File: src/hw/rtl/trq_pkg.sv
// Shared types, codes and helpers of the timed reply queue.
`default_nettype none
package trq_pkg;

    // Request kinds carried in s_tuser.
    localparam logic FUNC_QUEUE = 1'b0;
    localparam logic FUNC_POLL  = 1'b1;

    localparam int MOD_W       = 8;
    localparam int KIND_W      = 8;
    localparam int TIME_W      = 32;
    localparam int CNT_W       = 32;
    localparam int IN_TDATA_W  = 80;
    localparam int OUT_TDATA_W = 56;
    localparam int OUT_PAD_W   = OUT_TDATA_W - (1 + MOD_W + KIND_W + 1 + CNT_W);

    // Record that walks along the slot cells, one cell per cycle.
    // For a queue request module_id/kind/due are the entry to place and hit
    // means it was placed. For a poll they hold the best due entry so far.
    typedef struct packed {
        logic              active;
        logic              func;
        logic              hit;
        logic [MOD_W-1:0]  module_id;
        logic [KIND_W-1:0] kind;
        logic [TIME_W-1:0] due;
        logic [TIME_W-1:0] now;
    } trq_scan_t;

    typedef enum logic [1:0] {
        ST_IDLE,
        ST_SCAN,
        ST_DONE
    } trq_state_t;

    // True when a - b, read as a signed 32-bit value, is negative.
    function automatic logic diff_negative(input logic [TIME_W-1:0] a,
                                           input logic [TIME_W-1:0] b);
        logic [TIME_W-1:0] d;
        d = a - b;
        return d[TIME_W-1];
    endfunction

endpackage
`default_nettype wire

File: src/hw/rtl/trq_cell.sv
// One slot of the reply table together with its stage of the scan chain.
`default_nettype none
module trq_cell #(
    parameter int IDX_W = 4,
    parameter int INDEX = 0
) (
    input  wire                  clk,
    input  wire                  rst_n,
    input  trq_pkg::trq_scan_t   scan_in,
    input  wire  [IDX_W-1:0]     idx_in,
    output trq_pkg::trq_scan_t   scan_out,
    output logic [IDX_W-1:0]     idx_out,
    input  wire                  free_en,
    input  wire  [IDX_W-1:0]     free_idx
);
    import trq_pkg::*;

    logic              used_reg;
    logic              used_next;
    logic [MOD_W-1:0]  module_reg;
    logic [KIND_W-1:0] kind_reg;
    logic [TIME_W-1:0] due_reg;
    logic              write_en;
    trq_scan_t         scan_reg;
    trq_scan_t         scan_next;
    logic [IDX_W-1:0]  idx_reg;
    logic [IDX_W-1:0]  idx_next;

    always_comb
    begin
        scan_next = scan_in;
        idx_next  = idx_in;
        write_en  = 1'b0;
        used_next = used_reg;
        if (scan_in.active)
        begin
            if (scan_in.func == FUNC_QUEUE)
            begin
                // The first free slot along the chain takes the entry.
                if (!used_reg && !scan_in.hit)
                begin
                    write_en      = 1'b1;
                    used_next     = 1'b1;
                    scan_next.hit = 1'b1;
                end
            end
            else if (used_reg && !diff_negative(scan_in.now, due_reg) &&
                     (!scan_in.hit || diff_negative(due_reg, scan_in.due)))
            begin
                // Strictly earlier only, so a tie keeps the lower slot.
                scan_next.hit       = 1'b1;
                scan_next.module_id = module_reg;
                scan_next.kind      = kind_reg;
                scan_next.due       = due_reg;
                idx_next            = IDX_W'(INDEX);
            end
        end
        if (free_en && (free_idx == IDX_W'(INDEX)))
        begin
            used_next = 1'b0;
        end
    end

    always_ff @(posedge clk or negedge rst_n)
    begin
        if (!rst_n)
        begin
            used_reg <= 1'b0;
            scan_reg <= '0;
        end
        else
        begin
            used_reg <= used_next;
            scan_reg <= scan_next;
        end
    end

    always_ff @(posedge clk)
    begin
        idx_reg <= idx_next;
        if (write_en)
        begin
            module_reg <= scan_in.module_id;
            kind_reg   <= scan_in.kind;
            due_reg    <= scan_in.due;
        end
    end

    assign scan_out = scan_reg;
    assign idx_out  = idx_reg;

endmodule
`default_nettype wire

File: src/hw/rtl/timed_reply_queue.sv
// Top level of the timed reply queue: request intake, slot chain and result register.
`default_nettype none
// The timed reply queue keeps up to QUEUE_DEPTH pending replies, each with a
// module number, a reply kind and a due time in milliseconds. A queue request
// (s_tuser = 0) stores its entry in the lowest free slot, or bumps the
// wrapping drop counter when every slot is in use. A poll request
// (s_tuser = 1) finds, among the used slots whose due time has been reached
// (now - due is not negative as a signed 32-bit value), the one with the
// earliest due time, the lowest slot winning a tie, then frees it and returns
// its module and kind. While link_enabled is zero a poll returns no reply and
// frees nothing; queue requests are stored as usual. Every request yields
// exactly one result. The slots form a chain of cells and a request record
// walks the chain one cell per clock. The record leaving the chain is
// latched in a hold register, then the result is committed to the output
// register, and only after the commit is the next request accepted. The
// block handles one request at a time; a finished result waits in the
// output register, and the next request is taken while it waits. That next
// request then waits in the hold register, and s_tready stays low, until
// the waiting result is drained. After reset all slots are free, the drop
// counter is zero and link_enabled is one.
// link_enabled is written through cfg_we and cfg_wdata and should only change
// while the block is idle.
module timed_reply_queue #(
    parameter int QUEUE_DEPTH = 16
) (
    input  wire         clk,
    input  wire         rst_n,
    // Configuration: link_enabled.
    input  wire         cfg_we,
    input  wire         cfg_wdata,
    // Requests.
    input  wire         s_tvalid,
    output logic        s_tready,
    // [7:0] module_id, [15:8] reply_kind, [47:16] due_ms, [79:48] now_ms
    input  wire  [79:0] s_tdata,
    // [0] func
    input  wire         s_tuser,
    // Results.
    output logic        m_tvalid,
    input  wire         m_tready,
    // [0] reply_valid, [8:1] reply_module, [16:9] reply_type,
    // [17] queue_dropped, [49:18] drop_total, [55:50] zero
    output logic [55:0] m_tdata
);
    import trq_pkg::*;

    localparam int IDX_W = (QUEUE_DEPTH > 1) ? $clog2(QUEUE_DEPTH) : 1;

    trq_state_t           state_reg;
    trq_state_t           state_next;
    trq_scan_t            scan_chain [QUEUE_DEPTH+1];
    logic [IDX_W-1:0]     idx_chain  [QUEUE_DEPTH+1];
    trq_scan_t            hold_reg;
    logic [IDX_W-1:0]     hold_idx_reg;
    logic                 link_enabled_reg;
    logic [CNT_W-1:0]     drop_reg;
    logic [CNT_W-1:0]     drop_next;
    logic                 out_valid_reg;
    logic                 out_valid_next;
    logic [OUT_TDATA_W-1:0] out_data_reg;
    logic [OUT_TDATA_W-1:0] out_data_next;
    logic                 accept;
    logic                 commit;
    logic                 free_en;
    logic                 is_poll;
    logic                 reply_valid;
    logic                 queue_dropped;
    logic [MOD_W-1:0]     reply_module;
    logic [KIND_W-1:0]    reply_type;
    trq_scan_t            last_scan;

    assign s_tready = (state_reg == ST_IDLE);
    assign accept   = s_tvalid && s_tready;

    // The record entering the first cell; it is active only on acceptance.
    always_comb
    begin
        scan_chain[0].active    = accept;
        scan_chain[0].func      = s_tuser;
        scan_chain[0].hit       = 1'b0;
        scan_chain[0].module_id = s_tdata[7:0];
        scan_chain[0].kind      = s_tdata[15:8];
        scan_chain[0].due       = s_tdata[47:16];
        scan_chain[0].now       = s_tdata[79:48];
        idx_chain[0]            = '0;
    end

    for (genvar i = 0; i < QUEUE_DEPTH; i++)
    begin : g_cell
        trq_cell #(
            .IDX_W (IDX_W),
            .INDEX (i)
        ) u_cell (
            .clk      (clk),
            .rst_n    (rst_n),
            .scan_in  (scan_chain[i]),
            .idx_in   (idx_chain[i]),
            .scan_out (scan_chain[i+1]),
            .idx_out  (idx_chain[i+1]),
            .free_en  (free_en),
            .free_idx (hold_idx_reg)
        );
    end

    assign last_scan = scan_chain[QUEUE_DEPTH];

    // The result commits once the output register is free or being drained.
    assign commit  = (state_reg == ST_DONE) && (!out_valid_reg || m_tready);
    assign is_poll = (hold_reg.func == FUNC_POLL);
    // A poll hands back and frees its slot only while the link is enabled.
    assign reply_valid   = is_poll && hold_reg.hit && link_enabled_reg;
    assign free_en       = commit && reply_valid;
    assign queue_dropped = !is_poll && !hold_reg.hit;
    assign reply_module  = reply_valid ? hold_reg.module_id : '0;
    assign reply_type    = reply_valid ? hold_reg.kind : '0;

    always_comb
    begin
        state_next     = state_reg;
        drop_next      = drop_reg;
        out_valid_next = out_valid_reg;
        out_data_next  = out_data_reg;
        if (out_valid_reg && m_tready)
        begin
            out_valid_next = 1'b0;
        end
        case (state_reg)
            ST_IDLE:
            begin
                if (accept)
                begin
                    state_next = ST_SCAN;
                end
            end
            ST_SCAN:
            begin
                if (last_scan.active)
                begin
                    state_next = ST_DONE;
                end
            end
            ST_DONE:
            begin
                if (commit)
                begin
                    if (queue_dropped)
                    begin
                        drop_next = drop_reg + 1'b1;
                    end
                    out_valid_next = 1'b1;
                    out_data_next  = {{OUT_PAD_W{1'b0}}, drop_next, queue_dropped,
                                      reply_type, reply_module, reply_valid};
                    state_next     = ST_IDLE;
                end
            end
            default:
            begin
                state_next = ST_IDLE;
            end
        endcase
    end

    always_ff @(posedge clk or negedge rst_n)
    begin
        if (!rst_n)
        begin
            state_reg        <= ST_IDLE;
            drop_reg         <= '0;
            out_valid_reg    <= 1'b0;
            link_enabled_reg <= 1'b1;
        end
        else
        begin
            state_reg     <= state_next;
            drop_reg      <= drop_next;
            out_valid_reg <= out_valid_next;
            if (cfg_we)
            begin
                link_enabled_reg <= cfg_wdata;
            end
        end
    end

    always_ff @(posedge clk)
    begin
        out_data_reg <= out_data_next;
        if (last_scan.active)
        begin
            hold_reg     <= last_scan;
            hold_idx_reg <= idx_chain[QUEUE_DEPTH];
        end
    end

    assign m_tvalid = out_valid_reg;
    assign m_tdata  = out_data_reg;

endmodule
`default_nettype wire

File: config.mk
export PLATFORM = sky130hd
export DESIGN_NAME = timed_reply_queue
export DESIGN_NICKNAME = d
export VERILOG_FILES = /design/src/hw/rtl/trq_pkg.sv /design/src/hw/rtl/trq_cell.sv /design/src/hw/rtl/timed_reply_queue.sv
export SDC_FILE = /design/constraint.sdc
export NUM_CORES = 2
export LEC_CHECK = 0
export BUFFER_PORTS_ARGS = -buffer_cell sky130_fd_sc_hd__buf_2
export CORE_UTILIZATION = 45
export CTS_CLUSTER_SIZE = 24
export DETAILED_ROUTE_END_ITERATION = 8
export GPL_TIMING_DRIVEN = 0
export SLEW_MARGIN = 15
export SYNTH_ARGS = -nofsm -noshare
export SYNTH_HDL_FRONTEND = slang
export SYNTH_SLANG_ARGS = --single-unit
File: constraint.sdc
create_clock -name clk -period 4.4 [get_ports clk]
set_clock_uncertainty 0.15 [all_clocks]
set_input_delay 1.1 -clock clk [delete_from_list [all_inputs] [get_ports clk]]
set_output_delay 1.1 -clock clk [all_outputs]
set_load 0.005 [all_outputs]
==> summary.md <==
| Metric | Value |
|---|---|
| Status | `complete, no violations` |
| Leading area contributor after synthesis | `dfrtp_1` |
| Initial antenna violation count | `0` |
| CP Max Fanout | `10` |
| Initial Util | `45.40%` |
| Post-route ant nets | `0` |
| Chip Width | `457.0 µm` |
| WP data arrival | `4.88 ns` |
| Worst Setup Path Type | `reg -> reg` |
| Final setup viols | `0` |
| Synth Cell Area | `93,150 µm²` |
| 1st-iter DRT viols | `1,829` |
| Critical path capture point type | `register` |
| First-pass GRT wire length | `265.6 mm` |
| Synth cell types | `68` |
| Max Slew Vio Count | `0` |
| Largest net degree at the start of global routing | `151` |
| Post-detailed-route DRC marker count | `0` |
| Unrepaired setup endpoints after global routing | `no` |
| Core area | `205,200 µm²` |
| Synthesized flop and latch total | `2,205` |
| Synth Instances | `6,748` |
| Register-to-register setup slack | `0.07 ns` |
| Critical path buffer and inverter count | `1` |
| Clock buffer count from CTS | `218` |
| Worst reg2reg path startpoint | `g_cell[2].u_cell.scan_out[6]` |
| H-tree levels | `4` |
| Total Routed Length | `159.8 mm` |
| Post-synth top area share | `35.32%` |
| Gr ovfl total | `0` |
| Area Overhead vs Synth | `13.32%` |
| Count leader, synth | `dfrtp_1` |
| FMAX | `0.2312 GHz` |
| Die area | `208,800 µm²` |
| Main area contributors after synthesis | `dfrtp_1 35%, edfxtp_1 27%, ha_1 13%, mux2i_1 4.5%, inv_1 3.8%` |
| CTS max path bufs | `3` |
| Worst hold slack | `0.09926 ns` |
| Crit start category | `register` |
| Routed len/inst | `15.93 µm` |
| Worst-path cell chain | `ha_1 -> nand4_1 -> or3_1 -> a21oi_1 -> nor3_1 -> o31ai_1 -> xnor2_1 -> a211oi_2 -> buf_2 -> mux2_2` |
| R2R depth | `10` |
| Setup TNS | `0 ns` |
| I/O Buffers | `138` |
| Root Driver | `clkbuf_16` |
| Post-Syn Area per Cell | `13.80 µm²` |
| Synth async-reset ratio | `59.68%` |
| Vias in the first global route | `53,440` |
| EDFF count, synth | `840` |
| Fin nets | `8,159` |
| Post-CTS Setup Inserts | `0` |
| PnR Total Power | `45.76 mW` |
| Synth Warn # | `0` |
| Final hold violations | `0` |
| Antenna Cells | `0` |
| Sequential fraction of the synthesis area | `63.48%` |
| Post-synth top cells | `1,315 x dfrtp_1, 937 x inv_1, 931 x ha_1` |
| Max Cap Viol | `0` |
| Via count | `48,790` |
| Clk_lat worst skew | `0.83 ns` |
| First-pass DRT Iterations | `5` |
| Die Ht | `457.0 µm` |
| Min Tclk post-route | `4.326 ns` |
| Gpl congestion | `0.8597` |
| Peak supply drop | `0.4433 mV` |
| Top FF cell, synth | `dfrtp_1` |
| IO Pins | `145` |
| CP delay by family, top | `compound AO/OA/AOI/OAI gates` |
| Clk pin slew, worst setup/hold paths | `0.06 ns` |
| Vias per Instance | `4.866` |
| Share of cells above drive strength 1 | `12.97%` |
| Relative slew slack | `19.36%` |
| Final critical-path share of the clock period | `98.31%` |
| WP data required | `4.95 ns` |
| Placed wire-length estimate | `123.2 mm` |
| Leakage dissipation | `46.98 nW` |
| Slowest CP cell | `o31ai_1` |
| Max reg flops | `1,264` |
| Pwr dens | `433.5 nW/µm²` |
| CTS tree | `yes` |
| Hold crit path type | `in -> async` |
| Worst slew pin tran | `1.207 ns` |
| Row count | `166` |
| Util after Layout | `51.44%` |
| GR Util All Layers | `15.72%` |
| Largest stage delay, worst path | `0.67 ns` |
| Clk sinks | `2,205` |
| FILL cells | `17,300` |
| Reg2Reg Capture Point | `g_cell[3].u_cell.scan_out[68]` |
## through the flow
step                      std cells  worst slack, ns  area, µm²
after global routing          10030        0.0008016     105600
after floorplan                6753           0.5111      93180
final                         10030          0.07423     105600
after detailed placement       9609          -0.9989      98070
after global placement         9579           -25.46      97230
after CTS                     10030          0.01073     105500
## worst reg2reg max path, stage by stage, from the launching register on
cell      delay [ns]
dfrtp_1         0.39
ha_1            0.31
nand4_1         0.13
or3_1           0.44
a21oi_1         0.25
nor3_1          0.15
o31ai_1         0.67
xnor2_1         0.21
a211oi_2        0.57
buf_2           0.54
mux2_2          0.40
## layer usage
| metal | up-vias | routed length [µm] | global-route usage, % |
|---|---|---|---|
| li1 | 24540 | - | - |
| met1 | 23320 | 65060 | 17.88 |
| met2 | 570 | 82020 | 28.42 |
| met3 | 351 | 4978 | 2.788 |
| met4 | 0 | 7704 | 7.501 |
| met5 | - | 0 | 0 |
## timing repair
action / CTS / global route
endpoints found under the hold margin: 33 / 0
endpoints found under the setup margin: 325 / 100
cloned: 0 / 0
hold buffers: 2 / 0
gates resized for setup: 31 / 19
## worst max path at each step
stage	start	slack [ns]	endpoint	cells after the start
detailed placement	s_tdata[60]	-1.0	g_cell[0].u_cell.scan_out[79]	12
global placement	rst_n	-25.46	g_cell[14].u_cell.scan_out[0]	1
global route	g_cell[4].u_cell.due_reg[6]	0.0008	g_cell[4].u_cell.scan_out[57]	12
CTS	g_cell[7].u_cell.scan_out[46]	0.01	g_cell[8].u_cell.scan_out[71]	12
finish	g_cell[2].u_cell.scan_out[6]	0.07	g_cell[3].u_cell.scan_out[68]	10
floorplan	m_tready	0.51	drop_reg[29]	7
## power by group
group / switching (mW) / internal, mW
Sequential: 0.748 / 22.9
Clock: 7.57 / 10.9
Combinational: 2.05 / 1.62
Total: 10.4 / 35.4
## cells in the final DEF (no fill, tap or decap), drive strengths merged, types with 112 or more instances in the layout
cell | synthesis | layout
buf | 51 | 220
nand2 | 258 | 258
dfrtp | 1315 | 1315
inv | 937 | 941
ha | 931 | 931
a21oi | 349 | 349
edfxtp | 840 | 840
nand4 | 112 | 112
nor2 | 181 | 181
o21ai | 156 | 156
clkbuf | 45 | 363
mux2i | 421 | 421
mux2 | 317 | 317
## cells by family (layout without fill, tap and decap cells)
group	after synthesis	count (layout)	synth area share (%)
and+or+nand+nor	898	898	4.804
xor gates and xnor gates	122	122	1.147
other	1	6	0.004026
adders and majority gates	931	931	12.50
buffers and inverters	1033	1618	4.259
muxes	738	738	8.424
AOI/OAI and AO/OA	820	820	5.373
DFF	2205	2205	63.48
## layout make-up
class / count / area [µm²] / share of cell area (%)
Sequential cell: 2205 / 59140 / 56.02
Inverter: 937 / 3517 / 3.332
Timing Repair Buffer: 170 / 1421 / 1.346
Clock inverter: 98 / 1025 / 0.9707
Multi-Input combinational cell: 3515 / 30350 / 28.75
Buffer: 94 / 474.2 / 0.4492
Tap cell: 2688 / 3363 / 3.186
Clock buffer: 319 / 6279 / 5.948
Note: power is estimated with default switching activity, not from simulation.
